$ cat src/sv/gpe_pkg.sv
package gpe_pkg;

    // Parser phases
    typedef enum logic [3:0] {
        PH_HEADER    = 4'd0,
        PH_GLOBAL    = 4'd1,
        PH_SCAN      = 4'd2,
        PH_EXT_LABEL = 4'd3,
        PH_SUB_SIZE  = 4'd4,
        PH_SUB_DATA  = 4'd5,
        PH_DESC      = 4'd6,
        PH_LOCAL     = 4'd7,
        PH_DONE      = 4'd8
    } t_phase;

    // Final status codes
    typedef enum logic [2:0] {
        ST_OK           = 3'd0,
        ST_SHORT        = 3'd1,
        ST_SIGNATURE    = 3'd2,
        ST_GLOBAL_TRUNC = 3'd3,
        ST_NO_TABLE     = 3'd4
    } t_status;

    // Bytes and positions of the file format
    localparam logic [7:0] SIG_G       = 8'h47;
    localparam logic [7:0] SIG_I       = 8'h49;
    localparam logic [7:0] SIG_F       = 8'h46;
    localparam logic [7:0] BYTE_EXT    = 8'h21;
    localparam logic [7:0] BYTE_DESC   = 8'h2C;
    localparam logic [7:0] BYTE_TRAIL  = 8'h3B;
    localparam logic [3:0] HDR_FLAGS   = 4'd10;
    localparam logic [3:0] HDR_LAST    = 4'd12;
    localparam logic [3:0] DESC_PACKED = 4'd8;
    localparam int         TBL_BIT     = 7;

    // Output word layout
    localparam int TDATA_W = 40;

    // One result word from the parser
    typedef struct packed {
        logic       entry_valid;
        logic [7:0] entry_index;
        logic [7:0] red;
        logic [7:0] green;
        logic [7:0] blue;
        logic       final_res;
        t_status    status;
    } t_result;

endpackage

$ cat src/sv/gpe_parser.sv
module gpe_parser
    import gpe_pkg::*;
(
    input  logic       i_clk,
    input  logic       i_rst_n,
    input  logic       i_adv,        // consume the presented byte
    input  logic [7:0] i_byte,
    input  logic       i_last,
    output logic       o_has_result,
    output t_result    o_result
);

    t_phase     r_phase,  n_phase;
    logic [3:0] r_hdr_cnt, n_hdr_cnt;
    logic       r_sig_ok, n_sig_ok;
    logic [7:0] r_flags,  n_flags;
    logic [3:0] r_desc_cnt, n_desc_cnt;
    logic [8:0] r_ent_cnt, n_ent_cnt;
    logic [1:0] r_comp,   n_comp;
    logic [7:0] r_red,    n_red;
    logic [7:0] r_green,  n_green;
    logic [7:0] r_skip,   n_skip;

    logic       fin;
    logic       ent;
    t_status    st;
    logic [8:0] tbl_size;
    logic [8:0] ent_inc;
    t_status    tbl_err;

    assign tbl_size = 9'd2 << r_flags[2:0];
    assign ent_inc  = r_ent_cnt + 9'd1;
    assign tbl_err  = (r_phase == PH_GLOBAL) ? ST_GLOBAL_TRUNC : ST_NO_TABLE;

    // Next-state logic
    always_comb begin
        n_phase    = r_phase;
        n_hdr_cnt  = r_hdr_cnt;
        n_sig_ok   = r_sig_ok;
        n_flags    = r_flags;
        n_desc_cnt = r_desc_cnt;
        n_ent_cnt  = r_ent_cnt;
        n_comp     = r_comp;
        n_red      = r_red;
        n_green    = r_green;
        n_skip     = r_skip;
        fin        = 1'b0;
        ent        = 1'b0;
        st         = ST_OK;
        case (r_phase)
            PH_HEADER: begin
                if (r_hdr_cnt == 4'd0 && i_byte != SIG_G) n_sig_ok = 1'b0;
                if (r_hdr_cnt == 4'd1 && i_byte != SIG_I) n_sig_ok = 1'b0;
                if (r_hdr_cnt == 4'd2 && i_byte != SIG_F) n_sig_ok = 1'b0;
                if (r_hdr_cnt == HDR_FLAGS) n_flags = i_byte;
                if (r_hdr_cnt >= HDR_LAST) begin
                    if (!r_sig_ok) begin
                        fin = 1'b1;
                        st  = ST_SIGNATURE;
                    end else if (r_flags[TBL_BIT]) begin
                        if (i_last) begin
                            fin = 1'b1;
                            st  = ST_GLOBAL_TRUNC;
                        end else begin
                            n_phase   = PH_GLOBAL;
                            n_ent_cnt = '0;
                            n_comp    = '0;
                        end
                    end else if (i_last) begin
                        fin = 1'b1;
                        st  = ST_NO_TABLE;
                    end else begin
                        n_phase = PH_SCAN;
                    end
                end else begin
                    n_hdr_cnt = r_hdr_cnt + 4'd1;
                    if (i_last) begin
                        fin = 1'b1;
                        st  = ST_SHORT;
                    end
                end
            end
            PH_GLOBAL, PH_LOCAL: begin
                if (r_comp == 2'd0) begin
                    n_red  = i_byte;
                    n_comp = 2'd1;
                    if (i_last) begin
                        fin = 1'b1;
                        st  = tbl_err;
                    end
                end else if (r_comp == 2'd1) begin
                    n_green = i_byte;
                    n_comp  = 2'd2;
                    if (i_last) begin
                        fin = 1'b1;
                        st  = tbl_err;
                    end
                end else begin
                    ent       = 1'b1;
                    n_ent_cnt = ent_inc;
                    n_comp    = '0;
                    if (ent_inc >= tbl_size) begin
                        fin = 1'b1;
                        st  = ST_OK;
                    end else if (i_last) begin
                        fin = 1'b1;
                        st  = tbl_err;
                    end
                end
            end
            PH_SCAN: begin
                if (i_last) begin
                    fin = 1'b1;
                    st  = ST_NO_TABLE;
                end else if (i_byte == BYTE_EXT) begin
                    n_phase = PH_EXT_LABEL;
                end else if (i_byte == BYTE_DESC) begin
                    n_phase    = PH_DESC;
                    n_desc_cnt = '0;
                end else if (i_byte == BYTE_TRAIL) begin
                    fin = 1'b1;
                    st  = ST_NO_TABLE;
                end
            end
            PH_EXT_LABEL: begin
                if (i_last) begin
                    fin = 1'b1;
                    st  = ST_NO_TABLE;
                end else begin
                    n_phase = PH_SUB_SIZE;
                end
            end
            PH_SUB_SIZE: begin
                if (i_last) begin
                    fin = 1'b1;
                    st  = ST_NO_TABLE;
                end else if (i_byte == 8'd0) begin
                    n_phase = PH_SCAN;
                end else begin
                    n_skip  = i_byte;
                    n_phase = PH_SUB_DATA;
                end
            end
            PH_SUB_DATA: begin
                if (i_last) begin
                    fin = 1'b1;
                    st  = ST_NO_TABLE;
                end else begin
                    n_skip = r_skip - 8'd1;
                    if (r_skip == 8'd1) n_phase = PH_SUB_SIZE;
                end
            end
            PH_DESC: begin
                if (r_desc_cnt >= DESC_PACKED) begin
                    n_flags = i_byte;
                    if (!i_byte[TBL_BIT] || i_last) begin
                        fin = 1'b1;
                        st  = ST_NO_TABLE;
                    end else begin
                        n_phase   = PH_LOCAL;
                        n_ent_cnt = '0;
                        n_comp    = '0;
                    end
                end else begin
                    n_desc_cnt = r_desc_cnt + 4'd1;
                    if (i_last) begin
                        fin = 1'b1;
                        st  = ST_NO_TABLE;
                    end
                end
            end
            default: begin
            end
        endcase
        if (fin) n_phase = PH_DONE;
        // last byte re-arms everything
        if (i_last) begin
            n_phase    = PH_HEADER;
            n_hdr_cnt  = '0;
            n_sig_ok   = 1'b1;
            n_flags    = '0;
            n_desc_cnt = '0;
            n_ent_cnt  = '0;
            n_comp     = '0;
            n_red      = '0;
            n_green    = '0;
            n_skip     = '0;
        end
    end

    // Result word
    always_comb begin
        o_has_result         = ent | fin;
        o_result.entry_valid = ent;
        o_result.entry_index = ent ? r_ent_cnt[7:0] : 8'd0;
        o_result.red         = ent ? r_red : 8'd0;
        o_result.green       = ent ? r_green : 8'd0;
        o_result.blue        = ent ? i_byte : 8'd0;
        o_result.final_res   = fin;
        o_result.status      = fin ? st : ST_OK;
    end

    // State registers
    always_ff @(posedge i_clk) begin
        if (!i_rst_n) begin
            r_phase    <= PH_HEADER;
            r_hdr_cnt  <= '0;
            r_sig_ok   <= 1'b1;
            r_flags    <= '0;
            r_desc_cnt <= '0;
            r_ent_cnt  <= '0;
            r_comp     <= '0;
            r_red      <= '0;
            r_green    <= '0;
            r_skip     <= '0;
        end else if (i_adv) begin
            r_phase    <= n_phase;
            r_hdr_cnt  <= n_hdr_cnt;
            r_sig_ok   <= n_sig_ok;
            r_flags    <= n_flags;
            r_desc_cnt <= n_desc_cnt;
            r_ent_cnt  <= n_ent_cnt;
            r_comp     <= n_comp;
            r_red      <= n_red;
            r_green    <= n_green;
            r_skip     <= n_skip;
        end
    end

endmodule

$ cat src/sv/gif_palette_extractor_core.sv
// Channel   | Dir | Word contents
// ----------+-----+----------------------------------------------------------
// s_axis    | in  | tdata: data_byte[7:0]; tlast: last_byte
// m_axis    | out | tdata: entry_index, red, green, blue, status; tlast:
//           |     |   final_res; tuser: entry_valid
//
// One byte per cycle sustained while the output register is not stalled; a taken
// byte waits in the input register, and its parser result is then loaded into
// the output register.
// Bytes that cause no result just update the parser state.
// i_rst_n is synchronous, active low, and returns the parser to the header.
// A stalled output register holds its word; the input register then stalls
// only when it holds a byte that has a result to deliver.
module gif_palette_extractor_core
    import gpe_pkg::*;
(
    input  logic               i_clk,
    input  logic               i_rst_n,
    input  logic               i_s_axis_tvalid,
    output logic               o_s_axis_tready,
    input  logic [7:0]         i_s_axis_tdata,   // [7:0] data_byte
    input  logic               i_s_axis_tlast,   // last_byte
    output logic               o_m_axis_tvalid,
    input  logic               i_m_axis_tready,
    output logic [TDATA_W-1:0] o_m_axis_tdata,   // [7:0] entry_index, [15:8] red,
                                                 // [23:16] green, [31:24] blue,
                                                 // [34:32] status, rest zero
    output logic               o_m_axis_tlast,   // final_res
    output logic               o_m_axis_tuser    // entry_valid
);

    logic       r_in_valid;
    logic [7:0] r_in_byte;
    logic       r_in_last;
    logic       r_out_valid;
    t_result    r_out;

    logic       has_result;
    t_result    result;
    logic       out_free;
    logic       adv;

    assign out_free        = !r_out_valid || i_m_axis_tready;
    assign adv             = r_in_valid && (!has_result || out_free);
    assign o_s_axis_tready = !r_in_valid || adv;

    // Input register
    always_ff @(posedge i_clk) begin
        if (!i_rst_n) begin
            r_in_valid <= 1'b0;
        end else if (o_s_axis_tready) begin
            r_in_valid <= i_s_axis_tvalid;
        end
    end

    always_ff @(posedge i_clk) begin
        if (o_s_axis_tready && i_s_axis_tvalid) begin
            r_in_byte <= i_s_axis_tdata;
            r_in_last <= i_s_axis_tlast;
        end
    end

    gpe_parser u_parser (
        .i_clk        (i_clk),
        .i_rst_n      (i_rst_n),
        .i_adv        (adv),
        .i_byte       (r_in_byte),
        .i_last       (r_in_last),
        .o_has_result (has_result),
        .o_result     (result)
    );

    // Output register
    always_ff @(posedge i_clk) begin
        if (!i_rst_n) begin
            r_out_valid <= 1'b0;
        end else if (out_free) begin
            r_out_valid <= adv && has_result;
        end
    end

    always_ff @(posedge i_clk) begin
        if (out_free && adv && has_result) begin
            r_out <= result;
        end
    end

    assign o_m_axis_tvalid = r_out_valid;
    assign o_m_axis_tdata  = {5'd0, r_out.status, r_out.blue, r_out.green,
                              r_out.red, r_out.entry_index};
    assign o_m_axis_tlast  = r_out.final_res;
    assign o_m_axis_tuser  = r_out.entry_valid;

    // A word without an entry is always a final status
    a_status_only_final: assert property (@(posedge i_clk) disable iff (!i_rst_n)
        r_out_valid && !r_out.entry_valid |-> r_out.final_res)
        else $error("status-only word without final flag");

    // A non-final word carries OK status
    a_status_zero: assert property (@(posedge i_clk) disable iff (!i_rst_n)
        r_out_valid && !r_out.final_res |-> r_out.status == ST_OK)
        else $error("status set on non-final word");

    // A held byte with a result must land in the output register
    a_result_loaded: assert property (@(posedge i_clk) disable iff (!i_rst_n)
        adv && has_result |=> r_out_valid)
        else $error("result lost");

endmodule
$ cat config.mk
export PLATFORM = sky130hd
export DESIGN_NAME = gif_palette_extractor_core
export DESIGN_NICKNAME = d
export VERILOG_FILES = /design/src/sv/gpe_pkg.sv /design/src/sv/gpe_parser.sv /design/src/sv/gif_palette_extractor_core.sv
export SDC_FILE = /design/constraint.sdc
export NUM_CORES = 1
export LEC_CHECK = 0
export ABC_AREA = 1
export BUFFER_PORTS_ARGS = -buffer_cell sky130_fd_sc_hd__buf_2
export CAP_MARGIN = 20
export CORE_AREA = 3 3 118 120
export DETAILED_ROUTE_END_ITERATION = 8
export DIE_AREA = 0 0 121 123
export GPL_TIMING_DRIVEN = 0
export PLACE_DENSITY = 0.56
export RECOVER_POWER = 25
export SYNTH_ARGS = -nofsm -noshare
export SYNTH_HDL_FRONTEND = slang
export SYNTH_HIERARCHICAL = 1
export SYNTH_SLANG_ARGS = --single-unit
$ cat constraint.sdc
create_clock -name i_clk -period 3.35 [get_ports i_clk]
set_clock_uncertainty 0.2 [all_clocks]
set_input_delay 0.67 -clock i_clk [delete_from_list [all_inputs] [get_ports i_clk]]
set_output_delay 0.67 -clock i_clk [all_outputs]
set_load 0.05 [all_outputs]
# Word-level counts from Yosys, hierarchy flattened
# Cells that the tools add are included.
# word_totals
ff_bits	104
in_bits	13
out_inout_bits	44
wordCells	201
# op_classes
n_addsub	4
magnitude_cmp	3
eq_ne	38
shifts	1
muxes	91
n_bitwise	1
n_reduce_logical	42
# op_table
op	n
8-bit two-way mux	12
9-bit two-way mux	8
4-bit two-way mux	16
3-bit two-way mux	16
8-bit one-hot mux with 2 select lines	2
9-bit one-hot mux with 3 select lines	1
8-bit by 6-bit == test with 1-bit output, second input constant	3
8-bit by 7-bit inequality test with 1-bit output, second input constant	3
4-bit one-hot mux with 6 select lines	1
1-bit two-way mux	21
2-bit two-way mux	10
3-bit by 2-bit inequality test with 1-bit output, second input constant	6
3-bit inequality test, second input constant	6
4-bit by 3-bit == test with 1-bit output, second input constant	4
4-bit by 2-bit inequality test with 1-bit output, second input constant	4
3-bit one-hot mux with 5 select lines	1
4-bit by 2-bit == test with 1-bit output, second input constant	3
3-bit AND reduction	4
9-bit by 1-bit adder with 9-bit output, second input constant	1
9-bit greater-or-equal comparator	1
9-bit AND reduction	1
3-bit nonzero test	3
2-bit by 3-bit left shift with 9-bit output, first input constant	1
4-bit by 1-bit adder with 4-bit output, second input constant	2
other kinds (28)	50

# Logic depth before layout (Yosys ltp)
# Gate-level depths: netlist of run 1.
# depth
ltp_word	12
depth_mapped	26
depth_no_buf	25

# By module
# The synthesis of run 1 kept the hierarchy.
# modules_own_cells
mod	n_inst	cells_per_inst	area_each_um2
gpe_parser	1	563	3642.2
gif_palette_extractor_core	1	71	1544.0

# Worst setup path after synthesis of run 1
# OpenSTA, ideal clock, no wires.
# synth_timing
path_type	register -> register
startpoint	register u_parser.r_ent_cnt[1]
endpoint	register u_parser.r_green[0]
setup_ns	0.132
arrival_ns	3.393
path_slack_ns	-0.375
stages_incl_launch_ff	24
n_path_buf	1
path_cell_list	dfxtp_1 > ha_1 > nand2_1 > nor2_1 > nand3_1 > nor3_1 > xor2_1 > ha_1 > a21o_1 > nor2_1 > nand3_1 > nand2_1 > nand2_1 > nand2_1 > nand3_1 > inv_1 > o21ai_0 > inv_1 > clkbuf_1 > inv_1 > nor3_4 > nor2_1 > nand2_1 > a21oi_1
# synth_between
elab_chain_cells	11
# synth_lines
item	line	rtl
start: declaration	gpe_parser.sv:18	logic [8:0] r_ent_cnt, n_ent_cnt;
start signal: assignment	gpe_parser.sv:222	r_ent_cnt <= n_ent_cnt;
9-bit by 1-bit adder with 9-bit output	gpe_parser.sv:32	assign ent_inc = r_ent_cnt + 9'd1;
9-bit greater-or-equal comparator	gpe_parser.sv:102	if (ent_inc >= tbl_size) begin
1-bit two-way mux	gpe_parser.sv:102	
1-bit two-way mux	gpe_parser.sv:91	end else if (r_comp == 2'd1) begin
1-bit two-way mux	gpe_parser.sv:84	if (r_comp == 2'd0) begin
1-bit one-hot mux with 5 select lines	gpe_parser.sv:50	case (r_phase)
1-bit bitwise OR	gpe_parser.sv:193	o_has_result = ent | fin;
via has_result	gif_palette_extractor_core.sv:38	logic has_result;
1-bit zero test	gif_palette_extractor_core.sv:44	assign adv = r_in_valid && (!has_result || out_free);
1-bit logical OR	gif_palette_extractor_core.sv:44	
1-bit logical AND	gif_palette_extractor_core.sv:44	
via adv	gif_palette_extractor_core.sv:41	logic adv;
4-bit AND reduction (no line)	--	
end signal: assignment	gpe_parser.sv:225	r_green <= n_green;
end: declaration	gpe_parser.sv:21	logic [7:0] r_green, n_green;
# The timed path passes the listed nets, and every way through them passes these cells.
# A chain may end at the register's enable or synchronous reset.

# Worst setup path after layout of run 1
# layout_timing
startpoint	register u_parser.r_ent_cnt[0]
endpoint	output o_s_axis_tready
# layout_between
elab_chain_cells	11
# layout_lines
item	line	rtl
9-bit by 1-bit adder with 9-bit output	gpe_parser.sv:32	
9-bit greater-or-equal comparator	gpe_parser.sv:102	
1-bit two-way mux	gpe_parser.sv:102	
1-bit two-way mux	gpe_parser.sv:91	
1-bit two-way mux	gpe_parser.sv:84	
1-bit one-hot mux with 5 select lines	gpe_parser.sv:50	
1-bit bitwise OR	gpe_parser.sv:193	
via has_result	gif_palette_extractor_core.sv:38	
1-bit zero test	gif_palette_extractor_core.sv:44	
1-bit logical OR	gif_palette_extractor_core.sv:44	
1-bit logical AND	gif_palette_extractor_core.sv:44	
1-bit logical OR	gif_palette_extractor_core.sv:45	assign o_s_axis_tready = !r_in_valid || adv;
end: declaration	gif_palette_extractor_core.sv:20	output logic o_s_axis_tready,
# The timed path passes the listed nets, and every way through them passes these cells.

==> results of run 1 <==
## worst min-delay path: cells and delay by family (launching register included)
kind	cells	cell delay [ns]
flip-flops	1	0.31
AO/OA/AOI/OAI	1	0.05
AND/OR/NAND/NOR	1	0.06
## state kept, by name (all words and copies together) (netlist names)
register / cells
u_parser/r_comp: 2
r_in_byte: 8
u_parser/r_green: 8
u_parser/r_flags: 4
u_parser/r_skip: 8
u_parser/r_desc_cnt: 4
u_parser/r_phase: 4
u_parser/r_red: 8
o_m_axis_tuser: 1
u_parser/r_ent_cnt: 9
r_in_last: 1
u_parser/r_hdr_cnt: 4
r_in_valid: 1
o_m_axis_tdata: 35
u_parser/r_sig_ok: 1
o_m_axis_tlast: 1
o_m_axis_tvalid: 1
## layout by cell type, fill, tap and decap left out, drive strengths merged, types with 8 or more instances in the layout
master,instances
buf,99
ha,17
nand3,37
inv,86
o21ai,21
o211ai,8
nand2,136
xor2,10
nor3,18
nor2,92
clkbuf,25
nand4,16
dfxtp,54
edfxtp,46
a21oi,56
## metal layers
layer  vias up  global-route usage (%)  part of all wire (%)
met5         -                       0                     0
met4         0                   8.144                   2.4
met3        19                   2.653                   3.5
met2        96                   29.80                    50
met1      2172                   22.15                    44
li1       2301                       -                     -
## report_power, final
group | switching (mW) | leakage [nW] | internal (mW)
Combinational | 0.343 | 1.70 | 0.167
Sequential | 0.0312 | 0.904 | 1.32
Clock | 0.485 | 0.153 | 0.591
Total | 0.860 | 2.76 | 2.08
## area by class of cell
type	count	area [um2]
tap	176	220.2
inverter	87	344.1
timing repair buffer	93	626.9
clock buffer	9	225.2
fill	1231	6380
multi-input combinational	430	2586
clock inverter	7	83.83
sequential	100	2469
buffer	22	137.6
timing repair inverter	2	12.51
## how the worst max path moves through the flow
stage	from	slack, ns	cells past startpoint	end
6_report	u_parser/r_ent_cnt[0]	-0.35	17	o_s_axis_tready
5_1_grt	u_parser/r_ent_cnt[0]	-0.59	27	u_parser/r_ent_cnt[0]
4_1_cts	u_parser/r_ent_cnt[1]	-0.32	16	o_s_axis_tready
3_5_place_dp	u_parser/r_ent_cnt[0]	-0.67	23	u_parser/r_green[7]
3_3_place_gp	u_parser/r_ent_cnt[1]	-0.67	23	u_parser/r_red[3]
2_1_floorplan	u_parser/r_ent_cnt[1]	0.01	23	u_parser/r_red[0]
## kinds of logic (layout without fill, tap and decap cells)
kind of cell	count (synthesis)	count (layout)	share of synthesized area, %
other cells	1	5	0.07231
simple gates	301	302	27.04
buf+inv	109	220	8.733
compound gates	95	95	10.71
fa+ha+maj	17	17	4.101
xor+xnor	11	11	1.858
flops	100	100	47.48
## repair_timing
action / 4_1_cts / 5_1_grt
endpoints found under the setup margin: 99 / 99
resized for setup: 48 / 38
pin swaps: 34 / 25
setup buffers: 34 / 7
cloned: 3 / 1
## stage by stage
step | std cells | setup slack (ns) | utilization [%] | setup TNS [ns]
after detailed placement | 865 | -0.6672 | 43.62 | -50.04
after global routing | 926 | -0.5857 | 51.24 | -26.62
after global placement | 865 | -0.6736 | 43.62 | -49.54
after CTS | 918 | -0.3176 | 49.81 | -12.09
final | 926 | -0.3505 | 51.24 | -7.407
after floorplan | 638 | 0.01324 | - | 0
==> results by group, run 1 <==
Status
  • Outcome: finished with violations
  • Violated checks: negative setup slack

Floorplan
  • Core box area: 13090 um2
  • Top Ports: 57
  • Die Y-Extent: 123 um
  • DIE WIDTH: 121 um
  • Starting Density: 39.63%
  • Rows: 42
  • Die ar.: ~15000 um2

Critical path
  • FF-to-FF path depth: 25
  • CP delay by family, top: simple AND/OR/NAND/NOR gates
  • Critical path launch point type: flop
  • R2r setup slk: -0.27 ns
  • Worst-path fanout max: 2
  • Worst r2r src: u_parser/r_ent_cnt[0]
  • CP Cell Sequence: ha_4 > nand2_4 > nor2_4 > nand3_4 > nor3_4 > xor2_1 > ha_1 > a21o_1 > nor2_1 > nand3_1 > nand2_1 > nand2_1 > nand2_2 > nand3_4 > buf_6 > nand4_4 > buf_8
  • Largest stage delay, worst path: ~0.36 ns
  • CP Buf/Inv Count: 2
  • Critical Path AT: 2.83 ns
  • Worst r2r dst: u_parser/r_ent_cnt[7]
  • Critical path type: reg2out
  • Slowest CP cell: dfxtp_2
  • Worst endpoint required time: 2.48 ns
  • Crit. End Element: output port

Timing
  • Measured slew at the worst slew-check pin: about 0.69 ns
  • Minimum hold slack: 0.2625 ns
  • Relative slew slack: a little over half
  • Slew Viols, Final: 0
  • Final min period: 3.700 ns
  • Final setup fails: 52
  • Period utilisation layout: 110.5%
  • PnR worst setup slack: -0.3505 ns
  • Fmax: 270.2 MHz
  • RSZ-0062 raised after global routing: true
  • Final Hold Fails: 0

Routing
  • DR pass1 iterations: 5
  • DRC: 0
  • Post-Route WL: between 10000 and 15000 um
  • Via Count: ~4600
  • ANT nets after route: 0
  • Initial DRC Count: around 260
  • Vias/cell: 4.955
  • WL per Instance: 14.03 um

Synth
  • Predominant post-synthesis flop cell: dfxtp_1
  • Most instantiated library cell after synthesis: nand2_1
  • Seq/Total Area, Yosys: 47.48%
  • Top cell type's share of synthesized area: 26.63%
  • Area of the mapped netlist: around 5200 um2
  • Register bit total from synthesis: 100
  • Synth Warn #: 6
  • Library cells used by synthesis: 44
  • Avg Inst Size Synth: 8.180 um2
  • Most common library cells after synthesis: nand2_1 (132), nor2_1 (81), inv_1 (77)
  • Async set-reset flop share out of synthesis: 0%
  • Top cells by area, synth: edfxtp_1 (27%), dfxtp_1 (21%), nand2_1 (9.6%), nor2_1 (5.9%), inv_1 (5.6%)
  • EDFF count, synth: 46
  • Cells after synthesis: 634
  • Synth area leader: edfxtp_1

Final layout
  • Number of diodes: 0
  • Layout cell share with drive strength beyond 1: 27.60%
  • Nets: 775
  • Fin area: between 6000 and 7000 um2
  • Area grow syn2layout: 29.29%

Placed design
  • IO Port Bufs: 51
  • Final RePlAce weighted congestion: 0.9215
  • Post-DP Area: 5708 um2
  • Post-DP HPWL: between 8000 and 9000 um

Clock tree
  • CTS Hold Bufs: 0
  • Worst-skew pair later-pin latency: between 0.3 and 0.4 ns
  • CTS Buf Count: 9
  • CTS root buf: clkbuf_16
  • H-tree levels: 3
  • Clk slew on worst S/H paths: 0.07 ns
  • CTS tree: yes
  • CTS Sinks: 100
  • Clk buf depth: 2

GRT
  • First-pass GRT wire length: 20510 um
  • Initial antenna violation count: 0
  • GRT Total Usage: 17.57%
  • Pin count of the biggest net entering global routing: 20
  • Total gr overflow: 0
  • Number of global-route vias before repair: 4269

Job
  • Max-capacitance violation count: 0

Hold path
  • Worst min path class: reg2reg
  • WHS Endpoint: u_parser/r_red[1]
  • Worst hold start: u_parser/r_red[1]
  • Min-Delay Path Depth: 2

Power
  • Tot Pwr: 2.935 mW
  • Max VDD drop: 0.2164 mV
  • Leak: 2.761 nW
  • Pwr dens: 437.8 nW/um2
No activity file was read; power rests on OpenSTA's default activity.
==> run 2: changes to the inputs <==
--- a/config.mk
+++ b/config.mk
@@ -6,7 +6,7 @@
 export NUM_CORES = 1
 export LEC_CHECK = 0
 export ABC_AREA = 1
-export BUFFER_PORTS_ARGS = -buffer_cell sky130_fd_sc_hd__buf_2
+export BUFFER_PORTS_ARGS = -buffer_cell sky130_fd_sc_hd__buf_4
 export CAP_MARGIN = 20
 export CORE_AREA = 3 3 118 120
 export DETAILED_ROUTE_END_ITERATION = 8
==> results by group, run 2 (synthesis results as in run 1) <==
Floorplan
  • Top Ports: 57 (unchanged)
  • Core box area: 13090 um2 (unchanged)
  • Die ar.: 14880 um2 (unchanged)
  • DIE WIDTH: 121 um (unchanged)
  • Die Y-Extent: 123 um (unchanged)
  • Starting Density: 39.63% (unchanged)
  • Rows: 42 (unchanged)

Clock tree
  • Clk buf depth: 2 (unchanged)
  • Worst-skew pair later-pin latency: 0.36 ns (about the same)
  • Clk slew on worst S/H paths: 0.07 ns (about the same)
  • CTS Hold Bufs: 0 (unchanged)
  • CTS Buf Count: 9 (unchanged)
  • CTS Sinks: 100 (unchanged)
  • CTS root buf: clkbuf_16
  • H-tree levels: 3 (unchanged)
  • CTS tree: yes

Status
  • Outcome: finished with violations
  • Violated checks: negative setup slack

Critical path
  • Critical Path AT: 2.82 ns (about the same)
  • R2r setup slk: -0.32 ns (-0.05 ns)
  • Stages on worst setup path: 17 (unchanged)
  • Crit. End Element: output port
  • CP delay by family, top: simple AND/OR/NAND/NOR gates
  • Critical path launch point type: flop
  • Largest stage delay, worst path: 0.38 ns (+0.02 ns)
  • Slowest CP cell: dfxtp_4
  • Worst setup path endpoint: o_s_axis_tready
  • Worst-path fanout max: 3 (+1)
  • Worst endpoint required time: 2.48 ns (about the same)
  • Worst r2r dst: u_parser/r_comp[1]
  • Worst r2r src: u_parser/r_ent_cnt[1]
  • CP Cell Sequence: ha_4 > nand2_4 > nor2_4 > nand3_4 > nor3_4 > xor2_2 > ha_1 > a21o_1 > nor2_2 > nand3_2 > nand2_1 > nand2_1 > nand2_2 > nand3_4 > buf_6 > nand4_4 > buf_8
  • CP Buf/Inv Count: 2 (unchanged)
  • Setup crit start: u_parser/r_ent_cnt[1]
  • FF-to-FF path depth: 26 (+4.0%)
  • Critical path type: reg2out

Power
  • Max VDD drop: 0.2295 mV (+6.0%)
  • Combinational Power Share: 18.7% (+1.3 points)
  • Tot Pwr: 2.920 mW (-0.52%)
  • Clock share of power: 35.1% (-1.6 points)
  • Net Switching: 0.8544 mW (-0.61%)
  • Part of the power in registers: 46.2% (+0.2 points)
  • Switching share of power: 29.26% (about the same)
  • Pwr dens: 422.6 nW/um2 (-3.5%)
  • Leak: 2.800 nW (+1.4%)
  • Int Pwr: 2.066 mW (-0.49%)

GRT
  • First-pass GRT wire length: 20070 um (-2.2%)
  • Grt met3 use: 3.522% (+0.87 points)
  • Met2 Use GR: 28.52% (-1.3 points)
  • GRT Total Usage: 17.11% (-0.46 points)
  • GR peak layer: met2
  • Pin count of the biggest net entering global routing: 20 (unchanged)
  • Number of global-route vias before repair: 4222 (-1.1%)
  • Initial antenna violation count: 0 (unchanged)
  • Total gr overflow: 0 (unchanged)
  • GR Util met1: 21.91% (-0.24 points)

Final layout
  • Area of the multi-input gates: 2724 um2 (+5.3%)
  • Register area: 2471 um2 (+0.10%)
  • Nets: 766 (-1.2%)
  • Number of diodes: 0 (unchanged)
  • Fillcell total: 1216 (-1.2%)
  • Final cell count without fillers: 917 (-0.97%)
  • Max reg flops: 35 (unchanged)
  • Area grow syn2layout: 33.22%
  • Layout cell share with drive strength beyond 1: 30.63% (+3.0 points)
  • Most frequent cells in the layout: nand2_1 (106), nor2_1 (72), inv_1 (69)
  • Most common cell after layout, fill and taps aside: nand2_1

Timing
  • Slew Viols, Final: 0 (unchanged)
  • Period utilisation layout: 110.1% (-0.32 points)
  • Relative slew slack: 55.37% (+1.6 points)
  • PnR worst setup slack: -0.3399 ns (+0.01055 ns)
  • Minimum hold slack: 0.2614 ns (-0.001082 ns)
  • Measured slew at the worst slew-check pin: 0.6695 ns (-0.02329 ns)
  • Final min period: 3.690 ns (-0.01056 ns)
  • Final Hold Fails: 0 (unchanged)
  • Final setup fails: 45 (-13%)
  • Fmax: 271.0 MHz (+0.29%)
  • RSZ-0062 raised after global routing: true

Hold path
  • Worst min path class: reg2reg
  • Min-Delay Path Depth: 2 (unchanged)
  • Worst hold start: u_parser/r_red[2]

Job
  • Max-capacitance violation count: 0 (unchanged)

Routing
  • WL per Instance: 14.21 um (+1.3%)
  • Via Count: 4487 (-2.2%)
  • DRC: 0 (unchanged)
  • Post-Route WL: 13030 um (+0.28%)
  • Initial DRC Count: 309 (+20%)
  • ANT nets after route: 0 (unchanged)
  • Vias/cell: 4.893 (-1.2%)
  • DR pass1 iterations: 4 (-1)

Placed design
  • Placed insts: 865 (unchanged)
  • IO Port Bufs: 51 (unchanged)
  • Post-DP HPWL: 8803 um (+0.14%)
  • Final RePlAce weighted congestion: 0.8974 (-2.6%)
run 2: stage by stage:
stage          setup WS, ns  utilization [%]  cell area [um2]  TNS [ns]
6_report            -0.3399            52.80             6909    -6.972
5_1_grt             -0.5494            52.80             6909    -22.88
4_1_cts             -0.2964            49.89             6529    -10.56
3_5_place_dp        -0.7200            44.60             5836    -55.38
3_3_place_gp        -0.6808            44.60             5836    -47.20
2_1_floorplan       0.01324                -             5233         0
run 2: area by class of cell:
type | count | area share [%]
Tap cell | 176 | 3.187
Clock inverter | 4 | 0.4890
Buffer | 22 | 2.064
Timing Repair Buffer | 84 | 10.03
Timing Repair inverter | 2 | 0.1811
Multi-Input combinational cell | 430 | 39.42
Inverter | 87 | 5.125
Sequential cell | 100 | 35.77
Clock buffer | 12 | 3.731
run 2: worst min-delay path by stage:
stage	slack, ns	endpoint
CTS	0.26	u_parser/r_red[3]
global placement	0.25	u_parser/r_red[5]
finish	0.26	u_parser/r_red[2]
floorplan	0.24	u_parser/r_red[0]
global route	0.29	u_parser/r_red[2]
detailed placement	0.26	u_parser/r_red[1]
run 2: layer usage:
metal	vias to the layer above	routed length, um
met5	-	0
met3	18	519
met1	2103	5838
met2	88	6418
li1	2278	-
met4	0	257
run 2: power groups by stage:
stage	clock network (mW)	logic, mW	registers (mW)
after floorplan	0	0.257	1.43
after detailed placement	0	0.421	1.38
after global routing	1.10	0.592	1.35
after global placement	0	0.416	1.38
after CTS	1.05	0.488	1.35
final	1.03	0.546	1.35
run 2: timing repair:
action	4_1_cts	5_1_grt
setup endpoints to repair	99	100
pin swaps	34	52
cloned	1	3
gates resized for setup	47	86
buffers inserted	24	9
run 2: worst register-to-register path, delay by kind of cell (launching register included):
kind,cells,cell delay (ns)
buffers and inverters,6,0.66
AOI/OAI and AO/OA,4,0.43
adders and majority gates,2,0.42
and+or+nand+nor,13,1.26
xor gates and xnor gates,1,0.18
DFF,1,0.38
==> run 3: changes to the inputs <==
--- a/config.mk
+++ b/config.mk
@@ -5,14 +5,13 @@
 export SDC_FILE = /design/constraint.sdc
 export NUM_CORES = 1
 export LEC_CHECK = 0
-export ABC_AREA = 1
 export BUFFER_PORTS_ARGS = -buffer_cell sky130_fd_sc_hd__buf_4
 export CAP_MARGIN = 20
 export CORE_AREA = 3 3 118 120
 export DETAILED_ROUTE_END_ITERATION = 8
 export DIE_AREA = 0 0 121 123
 export GPL_TIMING_DRIVEN = 0
-export PLACE_DENSITY = 0.56
+export PLACE_DENSITY = 0.55
 export RECOVER_POWER = 25
 export SYNTH_ARGS = -nofsm -noshare
 export SYNTH_HDL_FRONTEND = slang
==> results by group, run 3 <==
Clock tree
  • CTS Sinks: 100 (unchanged)
  • CTS Buf Count: 9 (unchanged)
  • H-tree levels: 3 (unchanged)
  • CTS tree: yes
  • Worst-skew pair later-pin latency: 0.35 ns (about the same)
  • CTS Hold Bufs: 0 (unchanged)
  • Clk buf depth: 2 (unchanged)
  • CTS root buf: clkbuf_16
  • Clk slew on worst S/H paths: 0.07 ns (about the same)

Final layout
  • Fin area: 6867 um2 (-0.62%)
  • Max reg flops: 35 (unchanged)
  • Fillcell total: 1231 (+1.2%)
  • Number of diodes: 0 (unchanged)
  • Area grow syn2layout: 33.37%
  • Most frequent cells in the layout: buf_4 (65), dfxtp_1 (49), edfxtp_1 (46)
  • Layout cell share with drive strength beyond 1: 30.09% (-0.54 points)
  • Most common cell after layout, fill and taps aside: buf_4
  • Nets: 673 (-12%)

Routing
  • ANT nets after route: 0 (unchanged)
  • Initial DRC Count: 332 (+7.4%)
  • DRC: 0 (unchanged)
  • Post-Route WL: 13930 um (+6.9%)
  • Via Count: 4343 (-3.2%)
  • DR pass1 iterations: 5 (+1)
  • WL per Instance: 16.90 um (+19%)
  • Vias/cell: 5.271 (+7.7%)

Timing
  • Period utilisation layout: 115.9% (+5.7 points)
  • Final min period: 3.882 ns (+0.1920 ns)
  • Slew Viols, Final: 0 (unchanged)
  • Measured slew at the worst slew-check pin: 0.7934 ns (+0.1239 ns)
  • RSZ-0062 raised after global routing: true
  • Final Hold Fails: 0 (unchanged)
  • Fmax: 257.6 MHz (-4.9%)
  • PnR worst setup slack: -0.5319 ns (-0.1920 ns)
  • Relative slew slack: 47.10% (-8.3 points)
  • Final setup fails: 90 (+100%)
  • Setup TNS: -25.70 ns (-18.73 ns)
  • Minimum hold slack: 0.2787 ns (+0.01734 ns)

Placed design
  • Post-DP HPWL: 9179 um (+4.3%)
  • Final RePlAce weighted congestion: 0.8562 (-4.6%)
  • IO Port Bufs: 51 (unchanged)
  • Post-DP Area: 5936 um2 (+1.7%)
  • Post-Place Setup Slack: -0.8726 ns (-0.1525 ns)

Floorplan
  • Die ar.: 14880 um2 (unchanged)
  • Top Ports: 57 (unchanged)
  • Rows: 42 (unchanged)
  • DIE WIDTH: 121 um (unchanged)
  • Starting Density: 39.35% (-0.29 points)
  • Die Y-Extent: 123 um (unchanged)
  • Core box area: 13090 um2 (unchanged)

Hold path
  • Min-Delay Path Depth: 2 (unchanged)
  • WHS Endpoint: u_parser/r_skip[5]
  • Worst hold start: u_parser/r_skip[5]
  • Worst min path class: reg2reg

Critical path
  • FF-to-FF path depth: 17 (-35%)
  • Crit. End Element: output port
  • Worst endpoint required time: 2.48 ns (about the same)
  • R2r setup slk: -0.50 ns (-0.18 ns)
  • Critical Path AT: 3.01 ns (+0.19 ns)
  • Worst r2r dst: u_parser/r_ent_cnt[6]
  • Worst-path fanout max: 4 (+1)
  • Critical path type: reg2out
  • Worst r2r src: u_parser/r_flags[0]
  • Critical path launch point type: flop

Status
  • Outcome: finished with violations
  • Violated checks: negative setup slack

Synth
  • Top cell type's share of synthesized area: 26.83% (+0.19 points)
  • Synth area leader: edfxtp_1
  • Most instantiated library cell after synthesis: dfxtp_1
  • Avg Inst Size Synth: 9.552 um2 (+17%)
  • Top cells by area, synth: edfxtp_1 (27%), dfxtp_1 (21%), and3_1 (4.3%), ha_1 (4.1%), nand2_1 (3.5%)
  • Synth Warn #: 6 (unchanged)
  • Library cells used by synthesis: 72 (+64%)
  • Predominant post-synthesis flop cell: dfxtp_1
  • Register bit total from synthesis: 100 (unchanged)
  • Cells after synthesis: 539 (-15%)
  • Async set-reset flop share out of synthesis: 0% (unchanged)
  • Most common library cells after synthesis: dfxtp_1 (54), nand2_1 (48), edfxtp_1 (46)
  • Area of the mapped netlist: 5149 um2 (-0.72%)
  • EDFF count, synth: 46 (unchanged)
  • Seq/Total Area, Yosys: 47.83% (+0.35 points)

Power
  • Pwr dens: 391.9 nW/um2 (-7.3%)
  • Max VDD drop: 0.2444 mV (+6.5%)
  • Tot Pwr: 2.691 mW (-7.8%)
  • Leak: 2.637 nW (-5.8%)

GRT
  • First-pass GRT wire length: 21650 um (+7.9%)
  • Number of global-route vias before repair: 3973 (-5.9%)
  • GRT Total Usage: 18.81% (+1.7 points)
  • Pin count of the biggest net entering global routing: 20 (unchanged)
  • Initial antenna violation count: 0 (unchanged)
  • Total gr overflow: 0 (unchanged)

Job
  • Max-capacitance violation count: 0 (unchanged)
run 3: metal layers:
metal	wire length, um	global-route usage, %	vias to the layer above	share of wire [%]
met2	6417	29.11	102	46
met4	255	7.224	0	1.8
li1	-	-	2153	-
met3	546	2.562	16	3.9
met5	0	0	-	0
met1	6709	26.83	2072	48
run 3: stage by stage:
| stage | instances | util, % |
|---|---|---|
| 2_1_floorplan | 543 | - |
| 3_3_place_gp | 770 | 45.36 |
| 3_5_place_dp | 770 | 45.36 |
| 4_1_cts | 804 | 49.95 |
| 5_1_grt | 824 | 52.48 |
| 6_report | 824 | 52.48 |
run 3: worst max-delay path by stage:
stage               slack, ns             startpoint               endpoint
finish                  -0.53  u_parser/r_ent_cnt[0]        o_s_axis_tready
global placement        -0.84  u_parser/r_ent_cnt[1]    u_parser/r_phase[0]
detailed placement      -0.87  u_parser/r_ent_cnt[1]    u_parser/r_phase[0]
CTS                     -0.54  u_parser/r_ent_cnt[0]        o_s_axis_tready
global route            -0.69  u_parser/r_ent_cnt[0]  u_parser/r_ent_cnt[6]
floorplan               -0.18  u_parser/r_ent_cnt[1]      o_m_axis_tdata[0]
run 3: final cells by class:
| class | count | area, um2 | area share (%) |
|---|---|---|---|
| buffer | 38 | 220.2 | 3.207 |
| clock buffer | 11 | 242.7 | 3.535 |
| clock inverter | 5 | 60.06 | 0.8746 |
| inverter | 20 | 77.57 | 1.130 |
| multi-input combinational | 383 | 2814 | 40.98 |
| sequential | 100 | 2474 | 36.02 |
| tap | 176 | 220.2 | 3.207 |
| timing repair buffer | 91 | 758.2 | 11.04 |
run 3: what timing repair did:
item / 4_1_cts / 5_1_grt
setup endpoints to repair: 99 / 99
resized for setup: 26 / 54
cloned: 1 / 1
buffers inserted: 19 / 20
pin swaps: 16 / 42
run 3: power breakdown:
| group | internal, mW | switching, mW | leakage, nW | total [mW] |
|---|---|---|---|---|
| clock | 0.603 | 0.466 | 0.146 | 1.07 |
| combinational | 0.109 | 0.195 | 1.67 | 0.304 |
| sequential | 1.30 | 0.0196 | 0.823 | 1.32 |
| total | 2.01 | 0.680 | 2.64 | 2.69 |
run 3: cell families after synthesis:
family	share of synthesized area, %
AO/OA/AOI/OAI	15.55
multiplexers	0.1944
XOR/XNOR	1.871
buffers and inverters	5.346
adder cells (fa/ha/maj)	4.131
AND/OR/NAND/NOR	25.01
flip-flops	47.82
other	0.07283
run 3: worst max-delay path: stages, from the launching register on:
cell,delay [ns]
dfxtp_4,0.38
ha_4,0.15
nand3_4,0.08
nor2_4,0.11
nand3_2,0.10
xnor2_2,0.18
ha_1,0.30
and4_1,0.20
o21ai_2,0.07
o221ai_2,0.25
a21oi_2,0.12
o31ai_4,0.22
or2_4,0.19
nand4b_4,0.11
buf_8,0.17
